File: src/hw/rtl/jrsf_pkg.sv
// Shared types and constants for the JPEG restart/stuffing framer.
// No dependencies; imported by every module of the framer.
package jrsf_pkg;

	typedef enum logic [1:0] {
		OP_DATA  = 2'd0,
		OP_BLOCK = 2'd1,
		OP_EOI   = 2'd2,
		OP_NONE  = 2'd3
	} op_t;

	localparam logic [7:0] MARK_PREFIX = 8'hFF;
	localparam logic [7:0] STUFF_BYTE  = 8'h00;
	localparam logic [7:0] RST_BASE    = 8'hD0;
	localparam logic [7:0] EOI_CODE    = 8'hD9;

	// One queued command: one or two stream bytes.
	typedef struct packed {
		logic       two;
		logic [7:0] byte0;
		logic [7:0] byte1;
	} cmd_t;

	// Front to queue: write request.
	typedef struct packed {
		logic valid;
		cmd_t cmd;
	} cmd_req_t;

endpackage

File: src/hw/rtl/jrsf_front.sv
// Front end: classifies input words into byte commands and keeps the frame state.
// Depends on jrsf_pkg.
module jrsf_front (
	input  logic              clk,
	input  logic              arst_n,
	input  logic              accept,
	input  logic [1:0]        operation,
	input  logic [7:0]        data_byte,
	output jrsf_pkg::cmd_req_t req
);
	import jrsf_pkg::*;

	logic [2:0] marker_index_q;
	logic       block_seen_q;
	op_t        op;

	assign op = op_t'(operation);

	always_comb begin
		req.valid     = 1'b0;
		req.cmd.two   = 1'b0;
		req.cmd.byte0 = MARK_PREFIX;
		req.cmd.byte1 = STUFF_BYTE;
		unique case (op)
			OP_DATA: begin
				req.valid     = 1'b1;
				req.cmd.byte0 = data_byte;
				req.cmd.two   = (data_byte == MARK_PREFIX);
			end
			OP_BLOCK: begin
				// first block of a frame carries no marker
				req.valid     = block_seen_q;
				req.cmd.two   = 1'b1;
				req.cmd.byte1 = RST_BASE | {5'd0, marker_index_q};
			end
			OP_EOI: begin
				req.valid     = 1'b1;
				req.cmd.two   = 1'b1;
				req.cmd.byte1 = EOI_CODE;
			end
			default: begin
				req.valid = 1'b0;
			end
		endcase
		req.valid = req.valid & accept;
	end

	always_ff @(posedge clk or negedge arst_n) begin
		if (!arst_n) begin
			marker_index_q <= 3'd0;
			block_seen_q   <= 1'b0;
		end else if (accept) begin
			unique case (op)
				OP_DATA: begin
					block_seen_q <= 1'b1;
				end
				OP_BLOCK: begin
					if (block_seen_q) begin
						marker_index_q <= marker_index_q + 3'd1;
					end
					block_seen_q <= 1'b1;
				end
				OP_EOI: begin
					marker_index_q <= 3'd0;
					block_seen_q   <= 1'b0;
				end
				default: begin
					block_seen_q <= block_seen_q;
				end
			endcase
		end
	end

endmodule

File: src/hw/rtl/jrsf_cmd_fifo.sv
// Command queue between front and back end.
// Depends on jrsf_pkg.
module jrsf_cmd_fifo #(
	parameter int DEPTH = 4
) (
	input  logic               clk,
	input  logic               arst_n,
	input  jrsf_pkg::cmd_req_t wr,
	output logic               full,
	input  logic               rd_en,
	output jrsf_pkg::cmd_t     rd_data,
	output logic               empty
);
	import jrsf_pkg::*;

	localparam int PW = (DEPTH > 1) ? $clog2(DEPTH) : 1;
	localparam int CW = $clog2(DEPTH + 1);
	localparam logic [PW-1:0] LAST_PTR = PW'(DEPTH - 1);
	localparam logic [CW-1:0] FULL_CNT = CW'(DEPTH);

	cmd_t          mem_q [DEPTH];
	logic [PW-1:0] wr_ptr_q;
	logic [PW-1:0] rd_ptr_q;
	logic [CW-1:0] count_q;
	logic          do_wr;
	logic          do_rd;

	assign full    = (count_q == FULL_CNT);
	assign empty   = (count_q == '0);
	assign do_wr   = wr.valid & ~full;
	assign do_rd   = rd_en & ~empty;
	assign rd_data = mem_q[rd_ptr_q];

	always_ff @(posedge clk) begin
		if (do_wr) begin
			mem_q[wr_ptr_q] <= wr.cmd;
		end
	end

	always_ff @(posedge clk or negedge arst_n) begin
		if (!arst_n) begin
			wr_ptr_q <= '0;
			rd_ptr_q <= '0;
			count_q  <= '0;
		end else begin
			if (do_wr) begin
				wr_ptr_q <= (wr_ptr_q == LAST_PTR) ? '0 : wr_ptr_q + PW'(1);
			end
			if (do_rd) begin
				rd_ptr_q <= (rd_ptr_q == LAST_PTR) ? '0 : rd_ptr_q + PW'(1);
			end
			if (do_wr && !do_rd) begin
				count_q <= count_q + CW'(1);
			end else if (do_rd && !do_wr) begin
				count_q <= count_q - CW'(1);
			end
		end
	end

endmodule

File: src/hw/rtl/jrsf_back.sv
// Back end: serialises queued commands into stream bytes through an output register.
// Depends on jrsf_pkg.
module jrsf_back (
	input  logic           clk,
	input  logic           arst_n,
	input  jrsf_pkg::cmd_t cmd,
	input  logic           cmd_empty,
	output logic           cmd_pop,
	input  logic           pop,
	output logic           empty,
	output logic [7:0]     out_byte,
	output logic           last
);
	import jrsf_pkg::*;

	logic       out_valid_q;
	logic [7:0] out_byte_q;
	logic       last_q;
	logic       pend_valid_q;
	logic [7:0] pend_byte_q;
	logic       slot_free;
	logic       load_pend;

	assign slot_free = ~out_valid_q | pop;
	assign load_pend = slot_free & pend_valid_q;
	assign cmd_pop   = slot_free & ~pend_valid_q & ~cmd_empty;

	assign empty    = ~out_valid_q;
	assign out_byte = out_byte_q;
	assign last     = last_q;

	always_ff @(posedge clk or negedge arst_n) begin
		if (!arst_n) begin
			out_valid_q  <= 1'b0;
			pend_valid_q <= 1'b0;
		end else begin
			if (slot_free) begin
				out_valid_q <= pend_valid_q | ~cmd_empty;
			end
			if (load_pend) begin
				pend_valid_q <= 1'b0;
			end else if (cmd_pop) begin
				pend_valid_q <= cmd.two;
			end
		end
	end

	always_ff @(posedge clk) begin
		if (load_pend) begin
			out_byte_q <= pend_byte_q;
			last_q     <= 1'b1;
		end else if (cmd_pop) begin
			out_byte_q  <= cmd.byte0;
			last_q      <= ~cmd.two;
			// hold the second byte for the next slot
			pend_byte_q <= cmd.byte1;
		end
	end

endmodule

File: src/hw/rtl/jpeg_restart_stuffing_framer_core.sv
// JPEG restart/stuffing framer: takes data bytes, block starts and end of frame
// and emits the entropy-coded stream with restart markers, 0xFF stuffing and EOI.
// An item is taken in the cycle push is high and full is low; it is classified
// in that cycle and, if it yields bytes, queued in a CMD_DEPTH-entry queue. The
// output side delivers one byte per cycle while pop is high, from a single
// output register; a data byte yields one byte, and a marker, a stuffed 0xFF or
// EOI yields two. full rises only when the queue holds CMD_DEPTH items not yet
// started on. Bytes pass the queue, then the output register. Depends on jrsf_pkg.
module jpeg_restart_stuffing_framer_core #(
	parameter int CMD_DEPTH = 4
) (
	input  logic       clk,
	input  logic       arst_n,
	input  logic       push,
	output logic       full,
	input  logic [1:0] operation,
	input  logic [7:0] data_byte,
	input  logic       pop,
	output logic       empty,
	output logic [7:0] out_byte,
	output logic       last
);
	import jrsf_pkg::*;

	cmd_req_t req;
	cmd_t     head;
	logic     head_empty;
	logic     head_pop;
	logic     accept;

	assign accept = push & ~full;

	jrsf_front u_front (
		.clk       (clk),
		.arst_n    (arst_n),
		.accept    (accept),
		.operation (operation),
		.data_byte (data_byte),
		.req       (req)
	);

	jrsf_cmd_fifo #(
		.DEPTH (CMD_DEPTH)
	) u_fifo (
		.clk     (clk),
		.arst_n  (arst_n),
		.wr      (req),
		.full    (full),
		.rd_en   (head_pop),
		.rd_data (head),
		.empty   (head_empty)
	);

	jrsf_back u_back (
		.clk       (clk),
		.arst_n    (arst_n),
		.cmd       (head),
		.cmd_empty (head_empty),
		.cmd_pop   (head_pop),
		.pop       (pop),
		.empty     (empty),
		.out_byte  (out_byte),
		.last      (last)
	);

endmodule
File: config.mk
export PLATFORM = sky130hd
export DESIGN_NAME = jpeg_restart_stuffing_framer_core
export DESIGN_NICKNAME = d
export VERILOG_FILES = /design/src/hw/rtl/jrsf_pkg.sv /design/src/hw/rtl/jrsf_front.sv /design/src/hw/rtl/jrsf_cmd_fifo.sv /design/src/hw/rtl/jrsf_back.sv /design/src/hw/rtl/jpeg_restart_stuffing_framer_core.sv
export SDC_FILE = /design/constraint.sdc
export NUM_CORES = 1
export LEC_CHECK = 0
export ABC_AREA = 1
export ABC_CLOCK_PERIOD_IN_PS = 3370
export BUFFER_PORTS_ARGS = -buffer_cell sky130_fd_sc_hd__buf_2
export CAP_MARGIN = 15
export CORE_UTILIZATION = 55
export CTS_CLUSTER_SIZE = 8
export DETAILED_ROUTE_END_ITERATION = 10
export PLACE_DENSITY = 0.76
export SETUP_SLACK_MARGIN = 0.4
export SYNTH_ARGS = -nofsm -noshare
export SYNTH_HDL_FRONTEND = slang
export SYNTH_HIERARCHICAL = 1
export SYNTH_SLANG_ARGS = --single-unit
File: constraint.sdc
create_clock -name clk -period 3.37 [get_ports clk]
set_clock_uncertainty 0.1 [all_clocks]
set_input_delay 0.1685 -clock clk [delete_from_list [all_inputs] [get_ports clk]]
set_output_delay 0.1685 -clock clk [all_outputs]
set_load 0.05 [all_outputs]
==> impl_metrics.csv, run 1 <==
group,metric,value,unit
clock_tree,clock_sinks,98,
final_layout,fin_nets,436,
placement,post-place-ws,0.7301,ns
final_layout,syn_to_final_growth,8.360,%
grt,grt_max_degree,72,
hold_path,min_path_type,"input pin to flop",
final_layout,instances_no_fill,517,
final_layout,drive_gt1_share,15.42,%
synthesis,syn_avg_cell_area,11.42,µm²
grt,antenna_found_initial,0,
pwr,power_frac_comb,31.9,%
synthesis,synth-seq-area-share,65.39,%
final_layout,insertedDiodeCount,0,
synthesis,synth_nets,410,
clock_tree,clk_pin_slew,0.09,ns
grt,grt_pass1_wl,11.14,mm
worst_setup_path,rr_startpoint,"u_fifo/count_q[0]$_DFFE_PN0P_",
clock_tree,clockBufferDepth,2,
clock_tree,cts_tree,"done",
final_layout,final_common_cell,"nand2_1",
placement,place.gp.congestion,0.7463,
clock_tree,cts-buffers-inserted,9,
synthesis,synthCells,384,
route,via_count,2582,
die,die_x,91.30,µm
clock_tree,clock_latency,0.35,ns
clock_tree,htree_levels,3,
final_layout,final_cell_mix,"101 x nand2_1, 84 x edfxtp_1, 64 x inv_1, 32 x o211ai_1, 24 x buf_2",
synthesis,ys_warn_count,6,
synthesis,ys_types,25,
sta,final_hold_viol_count,0,
sta,slew_violations,0,
worst_setup_path,r2r-end,"u_fifo/count_q[2]$_DFFE_PN0P_",
sta,worst_pin_slew,1.113,ns
die,die_h,91.30,µm
run,cap_violations,0,
route,wl_per_cell,13.25,µm
worst_setup_path,arrival,2.83,ns
grt,grt_pass1_vias,2391,
worst_setup_path,path_max_fanout,7,
clock_tree,cts-root-buf,"clkbuf_8",
sta,rsz0062_at_grt,"no",
die,ioPinCount,25,
die,die_area,0.008335,mm²
placement,dpl.hpwl,4.562,mm
sta,slew_headroom,25.81,%
route,wirelength,6.850,mm
pwr,clkPwrFrac,20.7,%
placement,dp_cells,499,
pwr,p_sw,1.489,mW
sta,finalCriticalPeriod,2.677,ns
route,drtIter0Drc,159,
sta,fin_crit_sh,79.43,%
pwr,vdd_ir_drop_max,0.0003821,V
clock_tree,postCtsSetupRepairBufs,0,
route,drtPass1Iterations,4,
route,drc,0,
pwr,swShare,37.59,%
placement,portBuffers,24,
sta,setup_violations,0,
run_status,status,"finished clean",
worst_setup_path,critPathRequiredTime,3.52,ns
pwr,p_leak,1.999,nW
route,vias_per_cell,4.994,
sta,fin_tns_setup,0,ns
synthesis,synth_seq_cells,98,
worst_setup_path,startpoint_type,"flop",
synthesis,syn_area,0.004385,mm²
worst_setup_path,rrSetupSlack,0.69,ns
die,core-area,0.007727,mm²
worst_setup_path,crit_path_end_kind,"flop",
sta,layout_setup_ws,0.6931,ns
worst_setup_path,crit_path_start,"u_fifo/count_q[0]$_DFFE_PN0P_",
worst_setup_path,reg2regPathDepth,15,
grt,grt_usage,18.14,%
route,ant_nets,0,
hold_path,min_from,"data_byte[0]",
pwr,p_int,2.472,mW
hold_path,min_to,"u_fifo/mem_q[1][8]$_DFFE_PP_",
pwr,pwr_density_cell,833.5,mW/mm²
sta,holdWs,0.03222,ns
grt,overflow,0,
pwr,p_total,3.961,mW
sta,fmax,0.3736,GHz
pwr,seqPwrFrac,47.3,%
worst_setup_path,critPathKind,"flop to flop",
die,rows,32,
hold_path,hold_depth,2,
clock_tree,cts_resized,0,
die,start_util,56.75,%
[worst max path at each step]
stage | to
floorplan | u_fifo/mem_q[0][0]$_DFFE_PP_
global placement | u_fifo/count_q[2]$_DFFE_PN0P_
detailed placement | u_fifo/count_q[2]$_DFFE_PN0P_
CTS | u_fifo/count_q[2]$_DFFE_PN0P_
global route | u_fifo/count_q[2]$_DFFE_PN0P_
finish | u_fifo/count_q[2]$_DFFE_PN0P_
[flip-flops by register name, indices dropped and copies added, names as in the netlist]
register / cells
u_back/last: 1
u_back/out_byte: 8
u_back/out_valid_q: 1
u_back/pend_byte_q: 8
u_back/pend_valid_q: 1
u_fifo/count_q: 3
u_fifo/mem_q: 68
u_fifo/rd_ptr_q: 2
u_fifo/wr_ptr_q: 2
u_front/block_seen_q: 1
u_front/marker_index_q: 3
[stage by stage]
step	utilization (%)	instance area [µm²]
2_1_floorplan	-	4385
3_3_place_gp	58.32	4507
3_5_place_dp	58.32	4507
4_1_cts	61.50	4752
5_1_grt	61.50	4752
6_report	61.50	4752
[area by class of cell]
cell class                 instances  area (µm²)
multi-input combinational        205        1106
clock inverter                     7       101.3
sequential                        98        2869
timing repair buffer              31       177.7
tap                              102       127.6
clock buffer                       9       123.9
inverter                          65       246.5
fill                             589        2975
[timing repair]
item                       CTS  global route
hold buffers                 2             0
hold endpoints to repair    14             0
setup endpoints to repair    0             0
[synth_stat cells]
master	instances	area, µm²
a21oi_1	2	10.01
nand3_1	20	100.1
a31oi_1	1	6.260
nor2_2	2	12.51
o21ai_0	2	10.01
nand4_1	1	6.260
buf_6	12	135.1
edfxtp_1	84	2522
nand2_2	3	18.77
dfxtp_1	1	20.02
inv_1	64	240.2
o211ai_2	2	25.02
buf_4	4	30.03
ha_1	11	137.6
or2_2	9	56.30
nand2_1	101	379.1
o21ai_2	1	8.760
conb_1	1	3.750
nor2_1	10	37.54
inv_4	1	6.260
o21ai_1	5	25.02
dfrtp_1	13	325.3
xnor2_1	1	8.760
fa_1	1	20.02
o211ai_1	32	240.2
[cell families after synthesis]
kind of cell | after synthesis | synth area share, %
AND/OR/NAND/NOR | 146 | 13.92
AO/OA/AOI/OAI | 45 | 7.418
other | 1 | 0.08551
flip-flops | 98 | 65.39
XOR/XNOR | 1 | 0.1998
buffers and inverters | 81 | 9.387
adder cells (fa/ha/maj) | 12 | 3.595
[worst max-delay path, cell delays in order, from the launching register on]
cell and delay (ns):
dfrtp_1 0.42, inv_1 0.07, nand3_1 0.14, inv_1 0.08, nor2_2 0.14, nand2_1 0.10, a31oi_1 0.27, nand2_1 0.21
inv_1 0.10, ha_1 0.17, inv_1 0.07, fa_1 0.39, nand2_1 0.12, nand3_1 0.09, nand2_1 0.07, nand2_1 0.04
[power by group through the flow]
| stage | Sequential [mW] | Clock [mW] | Combinational [mW] |
|---|---|---|---|
| after floorplan | 1.97 | 0 | 1.01 |
| after global placement | 1.89 | 0 | 1.24 |
| after detailed placement | 1.90 | 0 | 1.27 |
| after CTS | 1.87 | 0.843 | 1.28 |
| after global routing | 1.91 | 0.889 | 1.43 |
| final | 1.87 | 0.822 | 1.26 |
[routing by layer]
metal,global-route usage [%],share of wire [%],vias to the layer above
li1,-,-,1332
met1,21.88,44,1186
met2,28.72,48,58
met3,5.695,6.4,6
met4,10.71,1.3,0
met5,0,0,-
Note: power is estimated with default switching activity, not from simulation.
==> run 2, diff against run 1 <==
--- a/config.mk
+++ b/config.mk
@@ -6,7 +6,7 @@
 export NUM_CORES = 1
 export LEC_CHECK = 0
 export ABC_AREA = 1
-export ABC_CLOCK_PERIOD_IN_PS = 3370
+export ABC_CLOCK_PERIOD_IN_PS = 2500
 export BUFFER_PORTS_ARGS = -buffer_cell sky130_fd_sc_hd__buf_2
 export CAP_MARGIN = 15
 export CORE_UTILIZATION = 55
==> constraint.sdc (replaced) <==
create_clock -name clk -period 2.5 [get_ports clk]
set_clock_uncertainty 0.1 [all_clocks]
set_input_delay 0.125 -clock clk [delete_from_list [all_inputs] [get_ports clk]]
set_output_delay 0.125 -clock clk [all_outputs]
set_load 0.05 [all_outputs]
==> run 2 against run 1 <==
  * Critical path depth fell by 1
  * Total power rose by 38%
  * Global-route usage rose by 1.2 points
  * Sequential share of layout area fell by 2.9 points
  * Largest power group unchanged
==> impl_metrics.csv, run 2 (same netlist as run 1, synthesis figures left out) <==
group,metric,value,unit
pwr,p_total,5.452,mW
worst_setup_path,critPathRequiredTime,2.65,ns
route,wirelength,7.370,mm
run_status,status,"finished clean",
die,ioPinCount,25,
worst_setup_path,crit_slowest_cell,"dfrtp_1",
final_layout,postLayoutCellArea,0.004995,mm²
worst_setup_path,critPathTopFamily,"simple AND/OR/NAND/NOR gates",
worst_setup_path,arrival,2.31,ns
final_layout,final_common_cell,"nand2_1",
grt,gr-usage-met3,3.936,%
grt,top_usage_layer,"met2",
die,die_x,91.30,µm
placement,place.gp.congestion,0.7913,
sta,holdWs,0.07799,ns
hold_path,min_path_type,"input pin to async pin",
die,die_area,0.008335,mm²
sta,slew_headroom,58.53,%
worst_setup_path,critical_path.cell_chain,"nand3_4, clkinvlp_4, nor2_4, nand2_4, a31oi_4, nand2_2, inv_2, ha_4, inv_2, fa_2, nand2_1, nand3_1, nand2_1, nand2_1",
worst_setup_path,critPathKind,"flop to flop",
pwr,p_leak,2.057,nW
worst_setup_path,cp_num_buf_inv,3,
placement,portBuffers,24,
pwr,pwr_density_cell,1092,mW/mm²
sta,slew_violations,0,
route,via_count,2731,
route,drtPass1Iterations,5,
pwr,vdd_ir_drop_max,0.0004967,V
final_layout,utilization,64.64,%
die,core-area,0.007727,mm²
route,drtIter0Drc,202,
route,wl_per_cell,13.83,µm
clock_tree,clock_sinks,98,
sta,worst_pin_slew,0.6220,ns
clock_tree,htree_levels,3,
sta,fmax,0.4633,GHz
final_layout,fin_nets,453,
final_layout,largest_register,"u_fifo/mem_q",
grt,grt_max_degree,65,
sta,rsz0062_at_grt,"yes",
route,vias_per_cell,5.124,
clock_tree,cts_tree,"done",
run,cap_violations,0,
die,die_h,91.30,µm
grt,grt_pass1_wl,12.08,mm
sta,finalCriticalPeriod,2.158,ns
sta,final_hold_viol_count,0,
final_layout,final_cell_mix,"97 x nand2_1, 84 x edfxtp_1, 59 x inv_1, 32 x o211ai_1, 24 x buf_2",
grt,grt_pass1_vias,2614,
final_layout,largest_reg_flops,68,
sta,fin_crit_sh,86.33,%
final_layout,insertedDiodeCount,0,
sta,setup_violations,0,
final_layout,syn_to_final_growth,13.89,%
clock_tree,clk_pin_slew,0.09,ns
worst_setup_path,path_max_fanout,3,
clock_tree,cts-root-buf,"clkbuf_8",
route,drc,0,
grt,antenna_found_initial,0,
grt,use_met1,24.80,%
die,start_util,56.75,%
sta,fin_tns_setup,0,ns
clock_tree,cts-buffers-inserted,9,
worst_setup_path,critPathMostFrequentCell,"nand2_1",
placement,dpl.hpwl,4.799,mm
worst_setup_path,max_stage_delay,0.44,ns
grt,overflow,0,
final_layout,drive_gt1_share,20.65,%
grt,grt_util_met2,30.93,%
worst_setup_path,startpoint_type,"flop",
route,ant_nets,0,
die,rows,32,
clock_tree,clock_latency,0.35,ns
worst_setup_path,crit_path_end_kind,"flop",
clock_tree,clockBufferDepth,2,
placement,placed_cell_area,0.004609,mm²
grt,grt_usage,19.32,%
==> run 2: cell types whose count changed in the layout (fill, tap and decap cells not counted), sizes merged <==
cell | before | now
buf | 29 | 38
dlygate4sd3 | 2 | 10
clkinvlp | 1 | 3
inv | 67 | 65
bufinv | 2 | 1
==> run 2: final cells by class <==
type / instances / area, µm²
sequential: 98 / 2872
fill: 574 / 2733
multi-input combinational: 205 / 1189
timing repair buffer: 48 / 366.6
inverter: 65 / 250.2
tap: 102 / 127.6
clock buffer: 9 / 123.9
clock inverter: 6 / 66.31
==> run 2: power breakdown <==
part | internal [mW] | switching (mW) | total [mW]
sequential | 2.23 | 0.314 | 2.54
clock | 0.458 | 0.514 | 0.972
combinational | 0.660 | 1.28 | 1.94
total | 3.35 | 2.11 | 5.45
==> run 2: metal layers <==
| metal | part of all wire (%) | vias to the layer above | wire length, µm |
|---|---|---|---|
| met4 | 2.0 | 0 | 148 |
| met5 | 0 | - | 0 |
| li1 | - | 1359 | - |
| met2 | 49 | 68 | 3624 |
| met3 | 4.9 | 14 | 364 |
| met1 | 44 | 1290 | 3232 |
==> run 2: what timing repair did <==
action | 4_1_cts | 5_1_grt
buffers inserted | 2 | 4
gates resized for setup | 8 | 5
setup endpoints to repair | 70 | 73
hold endpoints to repair | 46 | 0
pin swaps | 0 | 1
hold buffers | 10 | 0
==> run 2: worst reg2reg max path: cells and delay by family, from the launching register on <==
family / cells / cell delay (ns)
simple gates: 8 / 0.71
fa+ha+maj: 2 / 0.45
flops: 1 / 0.44
buf+inv: 3 / 0.22
compound gates: 1 / 0.17
==> run 2: metrics by stage <==
stage / std cells / setup slack [ns]
finish: 533 / 0.3418
global route: 533 / 0.2071
CTS: 529 / 0.3216
detailed placement: 502 / 0.1801
global placement: 502 / 0.2870
floorplan: 384 / 0.01787
==> run 2: final timing paths <==
check                                              start                                    end  slack, ns  depth (start not counted)
min in group clk                                    push         u_fifo/wr_ptr_q[0]$_DFFE_PN0P_       0.14                          7
min reg2reg                     u_back/last$_SDFFE_PP1P_               u_back/last$_SDFFE_PP1P_       0.37                          2
max                        u_fifo/count_q[2]$_DFFE_PN0P_          u_fifo/count_q[2]$_DFFE_PN0P_       0.34                         14
max reg2reg                u_fifo/count_q[2]$_DFFE_PN0P_          u_fifo/count_q[2]$_DFFE_PN0P_       0.34                         14
min                                               arst_n  u_front/marker_index_q[2]$_DFFE_PN0P_       0.08                          2
max in group asynchronous                         arst_n         u_fifo/rd_ptr_q[0]$_DFFE_PN0P_       1.97                          2
